[src/rtl/core/cst_pkg.sv]
// Shared types, constants and the grain step table of the cardinal spline tessellator.
package cst_pkg;

  localparam int DEF_COORD_WIDTH = 24;
  localparam int MAX_GRAIN       = 31;

  localparam int TENSION_W  = 15;
  localparam int GRAIN_W    = 5;
  localparam int U_W        = 16;
  localparam int CFG_IDX_W  = 2;
  localparam int CFG_DATA_W = 15;

  localparam logic [CFG_IDX_W-1:0] REG_TENSION = 2'd0;
  localparam logic [CFG_IDX_W-1:0] REG_GRAIN   = 2'd1;

  localparam logic [TENSION_W-1:0] TENSION_RESET = 15'd8192;
  localparam logic [GRAIN_W-1:0]   GRAIN_RESET   = 5'd8;

  // one micro-op for the shared multiply-add unit
  typedef struct packed {
    logic           load;   // capture window differences
    logic           issue;  // multiply this cycle
    logic           setup;  // coefficient op (else Horner op)
    logic           axis;   // 0 = x, 1 = y
    logic [1:0]     k;      // coefficient index
    logic [U_W-1:0] u;
  } cst_op_t;

  // sequencer to top-level control
  typedef struct packed {
    logic in_ready;
    logic hist_upd;
    logic out_load;
    logic out_final;
    logic out_end;
    logic span_b;
  } cst_ctl_t;

  typedef struct packed {
    logic [U_W-1:0]     q;
    logic [GRAIN_W-1:0] r;
  } cst_step_t;

  // 65536 = q*g + r; q kept mod 2^16 (g = 1 never steps u)
  function automatic cst_step_t u_step(input logic [GRAIN_W-1:0] g);
    cst_step_t s;
    case (g)
      5'd1:    s = '{q: 16'd0,     r: 5'd0};
      5'd2:    s = '{q: 16'd32768, r: 5'd0};
      5'd3:    s = '{q: 16'd21845, r: 5'd1};
      5'd4:    s = '{q: 16'd16384, r: 5'd0};
      5'd5:    s = '{q: 16'd13107, r: 5'd1};
      5'd6:    s = '{q: 16'd10922, r: 5'd4};
      5'd7:    s = '{q: 16'd9362,  r: 5'd2};
      5'd8:    s = '{q: 16'd8192,  r: 5'd0};
      5'd9:    s = '{q: 16'd7281,  r: 5'd7};
      5'd10:   s = '{q: 16'd6553,  r: 5'd6};
      5'd11:   s = '{q: 16'd5957,  r: 5'd9};
      5'd12:   s = '{q: 16'd5461,  r: 5'd4};
      5'd13:   s = '{q: 16'd5041,  r: 5'd3};
      5'd14:   s = '{q: 16'd4681,  r: 5'd2};
      5'd15:   s = '{q: 16'd4369,  r: 5'd1};
      5'd16:   s = '{q: 16'd4096,  r: 5'd0};
      5'd17:   s = '{q: 16'd3855,  r: 5'd1};
      5'd18:   s = '{q: 16'd3640,  r: 5'd16};
      5'd19:   s = '{q: 16'd3449,  r: 5'd5};
      5'd20:   s = '{q: 16'd3276,  r: 5'd16};
      5'd21:   s = '{q: 16'd3120,  r: 5'd16};
      5'd22:   s = '{q: 16'd2978,  r: 5'd20};
      5'd23:   s = '{q: 16'd2849,  r: 5'd9};
      5'd24:   s = '{q: 16'd2730,  r: 5'd16};
      5'd25:   s = '{q: 16'd2621,  r: 5'd11};
      5'd26:   s = '{q: 16'd2520,  r: 5'd16};
      5'd27:   s = '{q: 16'd2427,  r: 5'd7};
      5'd28:   s = '{q: 16'd2340,  r: 5'd16};
      5'd29:   s = '{q: 16'd2259,  r: 5'd25};
      5'd30:   s = '{q: 16'd2184,  r: 5'd16};
      5'd31:   s = '{q: 16'd2114,  r: 5'd2};
      default: s = '{q: 16'd0,     r: 5'd0};
    endcase
    return s;
  endfunction

endpackage

[src/rtl/core/cardinal_spline_tessellator.sv]
// Top level of the cardinal spline tessellator: config, point history, output register.
//
//   channel | direction | handshake               | payload
//   --------+-----------+-------------------------+-------------------------------
//   cfg     | in        | cfg_we_i                | cfg_idx_i, cfg_data_i
//   in      | in        | in_valid_i / in_ready_o | point_x_i, point_y_i, is_last_i
//   out     | out       | out_valid_o/out_ready_i | curve_x_o, curve_y_o, run_end_o
//
// Each input beat is worked through the single multiplier: six coefficient multiplies per
// span, six Horner multiplies per point. The final point of a curve is also sent out as
// a beat of its own. Reset gives tension 0.5, grain 8 and an empty history. A stalled
// output beat holds in the output register and the sequencer waits; a new input beat is
// taken while the last result still waits.
module cardinal_spline_tessellator #(
  parameter int COORD_WIDTH = cst_pkg::DEF_COORD_WIDTH
) (
  input  logic                              clk_i,
  input  logic                              rst_ni,
  input  logic                              cfg_we_i,
  input  logic [cst_pkg::CFG_IDX_W-1:0]     cfg_idx_i,
  input  logic [cst_pkg::CFG_DATA_W-1:0]    cfg_data_i,
  input  logic                              in_valid_i,
  output logic                              in_ready_o,
  input  logic signed [COORD_WIDTH-1:0]     point_x_i,
  input  logic signed [COORD_WIDTH-1:0]     point_y_i,
  input  logic                              is_last_i,
  output logic                              out_valid_o,
  input  logic                              out_ready_i,
  output logic signed [COORD_WIDTH-1:0]     curve_x_o,
  output logic signed [COORD_WIDTH-1:0]     curve_y_o,
  output logic                              run_end_o
);
  import cst_pkg::*;

  logic [TENSION_W-1:0] tension_q;
  logic [GRAIN_W-1:0]   grain_q;

  logic [COORD_WIDTH-1:0]      cur_x_q, cur_y_q;
  logic                        last_q;
  logic [2:0][COORD_WIDTH-1:0] hist_x_q, hist_y_q;
  logic [1:0]                  seen_q;

  logic                   out_valid_q;
  logic [COORD_WIDTH-1:0] curve_x_q, curve_y_q;
  logic                   run_end_q;

  logic [3:0][COORD_WIDTH-1:0]   win_x, win_y;
  logic signed [COORD_WIDTH-1:0] res_x, res_y;
  logic                          out_free;
  logic                          in_fire;
  cst_op_t                       op;
  cst_ctl_t                      ctl;

  assign in_ready_o = ctl.in_ready;
  assign in_fire    = in_valid_i && ctl.in_ready;
  assign out_free   = !out_valid_q || out_ready_i;

  always_ff @(posedge clk_i or negedge rst_ni) begin
    if (!rst_ni) begin
      tension_q <= TENSION_RESET;
      grain_q   <= GRAIN_RESET;
    end else if (cfg_we_i) begin
      unique case (cfg_idx_i)
        REG_TENSION: tension_q <= cfg_data_i[TENSION_W-1:0];
        REG_GRAIN:   grain_q   <= cfg_data_i[GRAIN_W-1:0];
        default:     ;
      endcase
    end
  end

  always_ff @(posedge clk_i) begin
    if (in_fire) begin
      cur_x_q <= point_x_i;
      cur_y_q <= point_y_i;
      last_q  <= is_last_i;
    end
  end

  // last point of a curve clears the history
  always_ff @(posedge clk_i or negedge rst_ni) begin
    if (!rst_ni) begin
      hist_x_q <= '0;
      hist_y_q <= '0;
      seen_q   <= '0;
    end else if (ctl.hist_upd) begin
      if (last_q) begin
        hist_x_q <= '0;
        hist_y_q <= '0;
        seen_q   <= '0;
      end else begin
        hist_x_q <= {hist_x_q[1:0], cur_x_q};
        hist_y_q <= {hist_y_q[1:0], cur_y_q};
        if (seen_q != 2'd3) seen_q <= seen_q + 2'd1;
      end
    end
  end

  // span window a, b, c, d; closing span doubles the last point
  always_comb begin
    if (ctl.span_b) begin
      win_x[0] = seen_q[1] ? hist_x_q[1] : hist_x_q[0];
      win_y[0] = seen_q[1] ? hist_y_q[1] : hist_y_q[0];
      win_x[1] = hist_x_q[0];
      win_y[1] = hist_y_q[0];
      win_x[2] = cur_x_q;
      win_y[2] = cur_y_q;
    end else begin
      win_x[0] = (seen_q == 2'd2) ? hist_x_q[1] : hist_x_q[2];
      win_y[0] = (seen_q == 2'd2) ? hist_y_q[1] : hist_y_q[2];
      win_x[1] = hist_x_q[1];
      win_y[1] = hist_y_q[1];
      win_x[2] = hist_x_q[0];
      win_y[2] = hist_y_q[0];
    end
    win_x[3] = cur_x_q;
    win_y[3] = cur_y_q;
  end

  cst_ctrl u_ctrl (
    .clk_i      (clk_i),
    .rst_ni     (rst_ni),
    .in_valid_i (in_valid_i),
    .last_i     (last_q),
    .seen_i     (seen_q),
    .out_free_i (out_free),
    .grain_i    (grain_q),
    .op_o       (op),
    .ctl_o      (ctl)
  );

  cst_mac #(
    .COORD_WIDTH (COORD_WIDTH)
  ) u_mac (
    .clk_i     (clk_i),
    .rst_ni    (rst_ni),
    .op_i      (op),
    .tension_i (tension_q),
    .win_x_i   (win_x),
    .win_y_i   (win_y),
    .res_x_o   (res_x),
    .res_y_o   (res_y)
  );

  always_ff @(posedge clk_i or negedge rst_ni) begin
    if (!rst_ni) begin
      out_valid_q <= 1'b0;
    end else if (ctl.out_load) begin
      out_valid_q <= 1'b1;
    end else if (out_ready_i) begin
      out_valid_q <= 1'b0;
    end
  end

  always_ff @(posedge clk_i) begin
    if (ctl.out_load) begin
      curve_x_q <= ctl.out_final ? cur_x_q : res_x;
      curve_y_q <= ctl.out_final ? cur_y_q : res_y;
      run_end_q <= ctl.out_end;
    end
  end

  assign out_valid_o = out_valid_q;
  assign curve_x_o   = curve_x_q;
  assign curve_y_o   = curve_y_q;
  assign run_end_o   = run_end_q;

endmodule

[src/rtl/core/cst_mac.sv]
// Shared multiply-add unit: window differences, spline coefficients, Horner accumulators.
module cst_mac #(
  parameter int COORD_WIDTH = cst_pkg::DEF_COORD_WIDTH
) (
  input  logic                                   clk_i,
  input  logic                                   rst_ni,
  input  cst_pkg::cst_op_t                       op_i,
  input  logic [cst_pkg::TENSION_W-1:0]          tension_i,
  input  logic [3:0][COORD_WIDTH-1:0]            win_x_i,
  input  logic [3:0][COORD_WIDTH-1:0]            win_y_i,
  output logic signed [COORD_WIDTH-1:0]          res_x_o,
  output logic signed [COORD_WIDTH-1:0]          res_y_o
);
  import cst_pkg::*;

  localparam int ACC_W  = COORD_WIDTH + 22;
  localparam int DIF_W  = COORD_WIDTH + 3;
  localparam int OPB_W  = U_W + 1;
  localparam int PROD_W = ACC_W + OPB_W;
  localparam int RES_W  = ACC_W - 14;
  localparam int HI_W   = RES_W - COORD_WIDTH + 1;

  logic [1:0][3:0][COORD_WIDTH-1:0] win;
  assign win[0] = win_x_i;
  assign win[1] = win_y_i;

  logic signed [DIF_W-1:0] wa [2];
  logic signed [DIF_W-1:0] wb [2];
  logic signed [DIF_W-1:0] wc [2];
  logic signed [DIF_W-1:0] wd [2];

  logic signed [DIF_W-1:0]       dif_q  [2][3];
  logic signed [DIF_W-1:0]       bc_q   [2];
  logic signed [COORD_WIDTH-1:0] b_q    [2];
  logic signed [ACC_W-1:0]       coef_q [2][3];
  logic signed [ACC_W-1:0]       acc_q  [2];
  logic signed [PROD_W-1:0]      prod_q, prod_d;
  logic signed [ACC_W-1:0]       add_q, add_d;
  logic                          wb_vld_q;
  logic                          wb_setup_q;
  logic                          wb_axis_q;
  logic [1:0]                    wb_k_q;

  logic signed [ACC_W-1:0] opa;
  logic signed [OPB_W-1:0] opb;
  logic signed [ACC_W-1:0] bc_ext;
  logic signed [ACC_W-1:0] sum;

  always_comb begin
    for (int ax = 0; ax < 2; ax++) begin
      wa[ax] = DIF_W'($signed(win[ax][0]));
      wb[ax] = DIF_W'($signed(win[ax][1]));
      wc[ax] = DIF_W'($signed(win[ax][2]));
      wd[ax] = DIF_W'($signed(win[ax][3]));
    end
  end

  // p0 = t*(d-a-b+c) + 32768*(b-c), p1 = t*(2a+b-2c-d) - 49152*(b-c), p2 = t*(c-a)
  always_ff @(posedge clk_i) begin
    if (op_i.load) begin
      for (int ax = 0; ax < 2; ax++) begin
        dif_q[ax][0] <= wd[ax] - wa[ax] - wb[ax] + wc[ax];
        dif_q[ax][1] <= (wa[ax] <<< 1) + wb[ax] - (wc[ax] <<< 1) - wd[ax];
        dif_q[ax][2] <= wc[ax] - wa[ax];
        bc_q[ax]     <= wb[ax] - wc[ax];
        b_q[ax]      <= $signed(win[ax][1]);
      end
    end
  end

  // issue stage
  always_comb begin
    bc_ext = ACC_W'(bc_q[op_i.axis]);
    if (op_i.setup) begin
      opb = $signed({2'b00, tension_i});
      case (op_i.k)
        2'd0: begin
          opa   = ACC_W'(dif_q[op_i.axis][0]);
          add_d = bc_ext <<< 15;
        end
        2'd1: begin
          opa   = ACC_W'(dif_q[op_i.axis][1]);
          add_d = -((bc_ext <<< 15) + (bc_ext <<< 14));
        end
        default: begin
          opa   = ACC_W'(dif_q[op_i.axis][2]);
          add_d = '0;
        end
      endcase
    end else begin
      opb = $signed({1'b0, op_i.u});
      opa = (op_i.k == 2'd1) ? coef_q[op_i.axis][0] : acc_q[op_i.axis];
      case (op_i.k)
        2'd1:    add_d = coef_q[op_i.axis][1];
        2'd2:    add_d = coef_q[op_i.axis][2];
        default: add_d = ACC_W'(b_q[op_i.axis]) <<< 14;
      endcase
    end
    prod_d = opa * opb;
  end

  always_ff @(posedge clk_i or negedge rst_ni) begin
    if (!rst_ni) begin
      wb_vld_q <= 1'b0;
    end else begin
      wb_vld_q <= op_i.issue;
    end
  end

  always_ff @(posedge clk_i) begin
    if (op_i.issue) begin
      prod_q     <= prod_d;
      add_q      <= add_d;
      wb_setup_q <= op_i.setup;
      wb_axis_q  <= op_i.axis;
      wb_k_q     <= op_i.k;
    end
  end

  // write-back stage; Horner product is floor(acc*u / 2^16)
  assign sum = (wb_setup_q ? $signed(prod_q[ACC_W-1:0]) : $signed(prod_q[ACC_W+15:16]))
               + add_q;

  always_ff @(posedge clk_i) begin
    if (wb_vld_q) begin
      if (wb_setup_q) begin
        case (wb_k_q)
          2'd0:    coef_q[wb_axis_q][0] <= sum;
          2'd1:    coef_q[wb_axis_q][1] <= sum;
          default: coef_q[wb_axis_q][2] <= sum;
        endcase
      end else begin
        acc_q[wb_axis_q] <= sum;
      end
    end
  end

  // round half up from Q22 to Q8, then saturate
  logic signed [ACC_W-1:0]       rnd [2];
  logic [RES_W-1:0]              shr [2];
  logic [HI_W-1:0]               hi  [2];
  logic signed [COORD_WIDTH-1:0] res [2];

  always_comb begin
    for (int ax = 0; ax < 2; ax++) begin
      rnd[ax] = acc_q[ax] + ACC_W'(8192);
      shr[ax] = rnd[ax][ACC_W-1:14];
      hi[ax]  = shr[ax][RES_W-1:COORD_WIDTH-1];
      if ((&hi[ax]) || !(|hi[ax])) begin
        res[ax] = shr[ax][COORD_WIDTH-1:0];
      end else if (hi[ax][HI_W-1]) begin
        res[ax] = {1'b1, {(COORD_WIDTH-1){1'b0}}};
      end else begin
        res[ax] = {1'b0, {(COORD_WIDTH-1){1'b1}}};
      end
    end
  end

  assign res_x_o = res[0];
  assign res_y_o = res[1];

endmodule

[src/rtl/core/cst_ctrl.sv]
// Sequencer: span selection, coefficient and Horner op issue, u stepping, result hand-off.
module cst_ctrl (
  input  logic                         clk_i,
  input  logic                         rst_ni,
  input  logic                         in_valid_i,
  input  logic                         last_i,
  input  logic [1:0]                   seen_i,
  input  logic                         out_free_i,
  input  logic [cst_pkg::GRAIN_W-1:0]  grain_i,
  output cst_pkg::cst_op_t             op_o,
  output cst_pkg::cst_ctl_t            ctl_o
);
  import cst_pkg::*;

  localparam logic [3:0] S_IDLE  = 4'd0;
  localparam logic [3:0] S_SEL   = 4'd1;
  localparam logic [3:0] S_LOAD  = 4'd2;
  localparam logic [3:0] S_SETUP = 4'd3;
  localparam logic [3:0] S_HORN  = 4'd4;
  localparam logic [3:0] S_DRAIN = 4'd5;
  localparam logic [3:0] S_RES   = 4'd6;
  localparam logic [3:0] S_FINAL = 4'd7;
  localparam logic [3:0] S_DONE  = 4'd8;

  localparam logic [GRAIN_W-1:0] GMAX    = GRAIN_W'(MAX_GRAIN);
  localparam logic [2:0]         LAST_OP = 3'd5;

  logic [3:0]         state_q, state_d;
  logic [1:0]         phase_q, phase_d;
  logic               span_b_q, span_b_d;
  logic [2:0]         cnt_q, cnt_d;
  logic [GRAIN_W-1:0] j_q, j_d;
  logic [U_W-1:0]     u_q, u_d;
  logic [GRAIN_W-1:0] rem_q, rem_d;

  logic [GRAIN_W-1:0] g_eff, g_last;
  cst_step_t          step;
  logic [GRAIN_W:0]   rsum;
  logic               wrap;
  logic [GRAIN_W-1:0] rem_next;
  logic [U_W-1:0]     u_next;

  always_comb begin
    if (grain_i == '0) begin
      g_eff = GRAIN_W'(1);
    end else if (grain_i > GMAX) begin
      g_eff = GMAX;
    end else begin
      g_eff = grain_i;
    end
  end

  assign g_last = g_eff - GRAIN_W'(1);
  assign step   = u_step(g_eff);

  // u = floor(j*65536/g) stepped as q per point plus a carry from the remainder
  assign rsum     = {1'b0, rem_q} + {1'b0, step.r};
  assign wrap     = rsum >= {1'b0, g_eff};
  assign rem_next = wrap ? GRAIN_W'(rsum - {1'b0, g_eff}) : rsum[GRAIN_W-1:0];
  assign u_next   = u_q + step.q + U_W'(wrap);

  always_comb begin
    state_d  = state_q;
    phase_d  = phase_q;
    span_b_d = span_b_q;
    cnt_d    = cnt_q;
    j_d      = j_q;
    u_d      = u_q;
    rem_d    = rem_q;
    unique case (state_q)
      S_IDLE: begin
        if (in_valid_i) begin
          state_d = S_SEL;
          phase_d = 2'd0;
        end
      end
      S_SEL: begin
        case (phase_q)
          2'd0: begin
            phase_d = 2'd1;
            if (seen_i[1]) begin
              span_b_d = 1'b0;
              state_d  = S_LOAD;
            end
          end
          2'd1: begin
            phase_d = 2'd2;
            if (last_i && (seen_i != 2'd0)) begin
              span_b_d = 1'b1;
              state_d  = S_LOAD;
            end
          end
          default: state_d = last_i ? S_FINAL : S_DONE;
        endcase
      end
      S_LOAD: begin
        state_d = S_SETUP;
        cnt_d   = '0;
        j_d     = '0;
        u_d     = '0;
        rem_d   = '0;
      end
      S_SETUP: begin
        if (cnt_q == LAST_OP) begin
          cnt_d   = '0;
          state_d = S_HORN;
        end else begin
          cnt_d = cnt_q + 3'd1;
        end
      end
      S_HORN: begin
        if (cnt_q == LAST_OP) begin
          state_d = S_DRAIN;
        end else begin
          cnt_d = cnt_q + 3'd1;
        end
      end
      S_DRAIN: state_d = S_RES;
      S_RES: begin
        if (out_free_i) begin
          if (j_q == g_last) begin
            state_d = S_SEL;
          end else begin
            j_d     = j_q + GRAIN_W'(1);
            u_d     = u_next;
            rem_d   = rem_next;
            cnt_d   = '0;
            state_d = S_HORN;
          end
        end
      end
      S_FINAL: begin
        if (out_free_i) state_d = S_DONE;
      end
      S_DONE: state_d = S_IDLE;
      default: state_d = S_IDLE;
    endcase
  end

  always_ff @(posedge clk_i or negedge rst_ni) begin
    if (!rst_ni) begin
      state_q  <= S_IDLE;
      phase_q  <= '0;
      span_b_q <= 1'b0;
      cnt_q    <= '0;
      j_q      <= '0;
      u_q      <= '0;
      rem_q    <= '0;
    end else begin
      state_q  <= state_d;
      phase_q  <= phase_d;
      span_b_q <= span_b_d;
      cnt_q    <= cnt_d;
      j_q      <= j_d;
      u_q      <= u_d;
      rem_q    <= rem_d;
    end
  end

  // ops alternate x / y so each write-back lands before the same axis reads again
  always_comb begin
    op_o.load  = (state_q == S_LOAD);
    op_o.issue = (state_q == S_SETUP) || (state_q == S_HORN);
    op_o.setup = (state_q == S_SETUP);
    op_o.axis  = cnt_q[0];
    op_o.k     = (state_q == S_SETUP) ? cnt_q[2:1] : cnt_q[2:1] + 2'd1;
    op_o.u     = u_q;
  end

  always_comb begin
    ctl_o.in_ready  = (state_q == S_IDLE);
    ctl_o.hist_upd  = (state_q == S_DONE);
    ctl_o.out_load  = ((state_q == S_RES) || (state_q == S_FINAL)) && out_free_i;
    ctl_o.out_final = (state_q == S_FINAL);
    ctl_o.out_end   = (state_q == S_FINAL) || ((j_q == g_last) && !last_i);
    ctl_o.span_b    = span_b_q;
  end

endmodule
[config.mk]
export PLATFORM = sky130hd
export DESIGN_NAME = cardinal_spline_tessellator
export DESIGN_NICKNAME = d
export VERILOG_FILES = /design/src/rtl/core/cst_pkg.sv /design/src/rtl/core/cardinal_spline_tessellator.sv /design/src/rtl/core/cst_mac.sv /design/src/rtl/core/cst_ctrl.sv
export SDC_FILE = /design/constraint.sdc
export NUM_CORES = 2
export LEC_CHECK = 0
export BUFFER_PORTS_ARGS = -buffer_cell sky130_fd_sc_hd__buf_2
export CAP_MARGIN = 15
export CORE_UTILIZATION = 65
export DETAILED_ROUTE_END_ITERATION = 16
export PLACE_DENSITY = 0.8
export SYNTH_ARGS = -nofsm -noshare
export SYNTH_HDL_FRONTEND = slang
export SYNTH_SLANG_ARGS = --single-unit
[constraint.sdc]
create_clock -name clk_i -period 12.95 [get_ports clk_i]
set_input_delay 2.59 -clock clk_i [delete_from_list [all_inputs] [get_ports clk_i]]
set_output_delay 2.59 -clock clk_i [all_outputs]
set_load 0.01 [all_outputs]
==> key figures <==
Finish
  • Fin util: 0.7029
  • Fin nets: 10120
  • FILL cells: 10100
  • Area grow syn2layout: 7.009%
  • Layout cells sized above 1: 0.09562

Global route
  • Global-route wire length before repair: 411800 um
  • GRT Util Overall: 0.4023
  • Remaining global-route overflow: 0
  • Vias in the first global route: 67340
  • Largest net degree at the start of global routing: 190
  • Initial antenna violation count: 12

Timing
  • Unrepaired setup endpoints after global routing: false
  • Worst relative slew slack: 0.1003
  • Final setup violation count: 0
  • Tightest Pin Transition: 1323 ps
  • Clock Skews: about 71 ps
  • Setup tns final: 0 ps
  • Period minus WS final: 11470 ps
  • Final Hold Fails: 0
  • Max-slew violations: 0
  • Tcrit/Tclk final: 0.8856
  • Min Hold Slack: 477.8 ps
  • Maximum clock frequency: 0.08719 GHz

Synth
  • Main area contributors after synthesis: edfxtp_1 (28%), fa_1 (19%), ha_1 (7.2%), dfrtp_1 (5.7%), inv_1 (4.8%)
  • EDFF count, synth: 834
  • Multiplexer area fraction after synthesis: 0.06727
  • Synth Area in XOR/XNOR: 0.04202
  • Top FF cell, synth: edfxtp_1
  • Syn_nets: 10150
  • Gate Count Post-Synth: 8725
  • Post-Syn Area: 89210 um^2
  • Post-synthesis compound-gate area fraction: 0.1149
  • Largest family of logic cells by synthesized area: adder cells
  • Most instantiated cells after synthesis: inv_1 (1133), nand2_1 (1044), fa_1 (837)
  • #FFs+latches synth: slightly above 1000
  • Share of the yosys chip area belonging to registers: 0.3380
  • Synth Area in Adders: 0.2602
  • Share of the synthesized area in the top cell type: 0.2807
  • Post-synth ARST share: 0.1965
  • Warnings, synthesis: 0
  • Synth cell types: 117
  • Yosys top cell by area: edfxtp_1
  • Simple logic cell fraction of the synthesized area: 0.1145
  • Syn avg cell area: 10.22 um^2
  • Most frequent cell after synthesis: inv_1

Die
  • Io pins: 122
  • Starting density of the core: 0.6569
  • Core Box Area: 135800 um^2
  • Die W: about 370 um
  • Die height: 372.5 um
  • Die ar.: 138700 um^2
  • Row count: 135

Route
  • Routed Antenna Nets: 0
  • WL final: roughly 280000 um
  • First-pass iteration count of the detailed router: 6
  • Wire per inst: 26.07 um
  • DR vias: 67540
  • Vias per inst: between 6 and 7
  • DRC viols: 0
  • DR iter-0 viols: 7578

Setup path
  • Worst path bufs/invs: 8
  • Crit Path Max Fanout: 25
  • Startpoint Class: flip-flop
  • CP max-delay cell: a311oi_1
  • Cell family with most CP delay: adder cells
  • CP max stage delay: 710 ps
  • Worst Path Required: 13440 ps
  • FF-to-FF path depth: 35
  • Crit. End Element: flip-flop
  • Worst path depth: 35
  • Crit path DAT: 11960 ps
  • Kind of critical path: flip-flop to flip-flop

Min path
  • Path type of the worst min-delay path: flip-flop to flip-flop
  • Hold path cells: 2

Place
  • IO Port Bufs: 121
  • GPL Wtd Cong: 1.015
  • Post-DP HPWL: 211100 um

Run status
  • Status: completed

CTS
  • Worst-Skew Late Latency: 790 ps
  • Cts hold-fix bufs: 0
  • CTS H-tree lvls: 3
  • Clock Path Buffers: 3
  • Post-CTS sizing: 0
  • Post-CTS Setup Bufs: 0
  • CTS buffer count: 113
  • Root Driver: clkbuf_16
  • TritonCTS clock tree: built
  • Clock-pin slew on the worst setup and hold paths: 60 ps
  • Clock Sinks: just over 1000

Flow run
  • Max-cap violations: 0
==> worst reg2reg max path: cells and delay by family (launching register included) <==
| family | cells | cell delay [ps] |
|---|---|---|
| AND/OR/NAND/NOR | 8 | 2250 |
| adder cells (fa/ha/maj) | 8 | 3450 |
| XOR/XNOR | 1 | 240 |
| AO/OA/AOI/OAI | 9 | 3060 |
| buffers and inverters | 8 | 1300 |
| flip-flops | 1 | 650 |
| multiplexers | 1 | 210 |
==> cell families (layout without fill, tap and decap cells) <==
| family | Yosys count | after routing |
|---|---|---|
| other cells | 0 | 3 |
| flops | 1038 | 1038 |
| compound gates | 1560 | 1560 |
| xor+xnor | 428 | 428 |
| fa+ha+maj | 1353 | 1353 |
| simple gates | 2360 | 2360 |
| mux | 505 | 505 |
| buf+inv | 1481 | 1551 |
==> through the flow <==
step | cell area (um^2) | setup WS, ps | instances
floorplan | 89210 | 3127 | 8725
global placement | 91570 | 1947 | 10360
detailed placement | 91570 | 1717 | 10360
CTS | 95440 | 1626 | 10580
global route | 95460 | 901.9 | 10580
finish | 95460 | 1481 | 10580
==> layer usage <==
layer	up-vias	share of wire	track usage	wire length, um
li1	29560	-	-	-
met1	33410	0.38	0.5323	105000
met2	3799	0.45	0.6191	123100
met3	765	0.11	0.09378	30980
met4	14	0.060	0.2124	16640
met5	-	0.00037	0	102
==> path summary, 6_finish.rpt <==
kind	endpoint	from	slack, ps
max	u_mac.prod_q[61]	u_ctrl.state_q[0]	1480
min	hist_y_q[68]	hist_y_q[68]	480
max reg2reg	u_mac.prod_q[61]	u_ctrl.state_q[0]	1480
min reg2reg	hist_y_q[68]	hist_y_q[68]	480
max in group asynchronous	hist_x_q[47]	rst_ni	9610
min in group asynchronous	hist_x_q[30]	rst_ni	1790
==> sequential cells by signal, indices dropped and copies added, names as in the netlist, 16 cells and up <==
name and flops:
u_mac.add_q 46, cur_x_q 24, hist_y_q 72, u_mac.acc_q 92, u_mac.prod_q 62, hist_x_q 72, u_mac.b_q 48, curve_y_o 24
u_mac.bc_q 50, curve_x_o 24, u_ctrl.u_q 16, cur_y_q 24, u_mac.coef_q 276, u_mac.dif_q 158
==> final cells by class <==
cell class                      instances  area, um^2  share of cell area
Multi-Input combinational cell       6206       53630              0.5618
Sequential cell                      1038       30160              0.3160
Inverter                             1136        4265             0.04468
Clock buffer                          143        3063             0.03209
Tap cell                             1781        2228             0.02334
Timing Repair Buffer                  204        1292             0.01354
Clock inverter                         68       813.3            0.008519
Antenna cell                            3       7.507          0.00007864
==> layout by cell type (no fill, tap or decap), types with 25 or more instances in the layout <==
| master | synthesis | final |
|---|---|---|
| a211oi_1 | 38 | 38 |
| a21o_1 | 148 | 148 |
| a21oi_1 | 409 | 409 |
| a2bb2oi_1 | 31 | 31 |
| a31oi_1 | 40 | 39 |
| and3_1 | 62 | 60 |
| buf_2 | 20 | 120 |
| buf_4 | 2 | 78 |
| clkbuf_16 | 0 | 115 |
| dfrtp_1 | 202 | 199 |
| edfxtp_1 | 834 | 834 |
| fa_1 | 837 | 837 |
| ha_1 | 516 | 512 |
| inv_1 | 1133 | 1131 |
| mux2_2 | 296 | 296 |
| mux2i_1 | 163 | 156 |
| mux4_2 | 46 | 46 |
| nand2_1 | 1044 | 1040 |
| nand2b_1 | 54 | 54 |
| nand3_1 | 107 | 107 |
| nand4_1 | 40 | 40 |
| nor2_1 | 748 | 745 |
| nor2b_1 | 63 | 62 |
| nor3_1 | 88 | 88 |
| o21a_1 | 130 | 130 |
| o21ai_0 | 320 | 318 |
| o21bai_1 | 40 | 40 |
| o221ai_1 | 25 | 25 |
| o31ai_1 | 67 | 67 |
| xnor2_1 | 284 | 284 |
| xor2_1 | 144 | 144 |
Power is left out: the tool's default activity adds up to more than one toggle a clock period on the data nets, which glitch-free logic cannot reach.
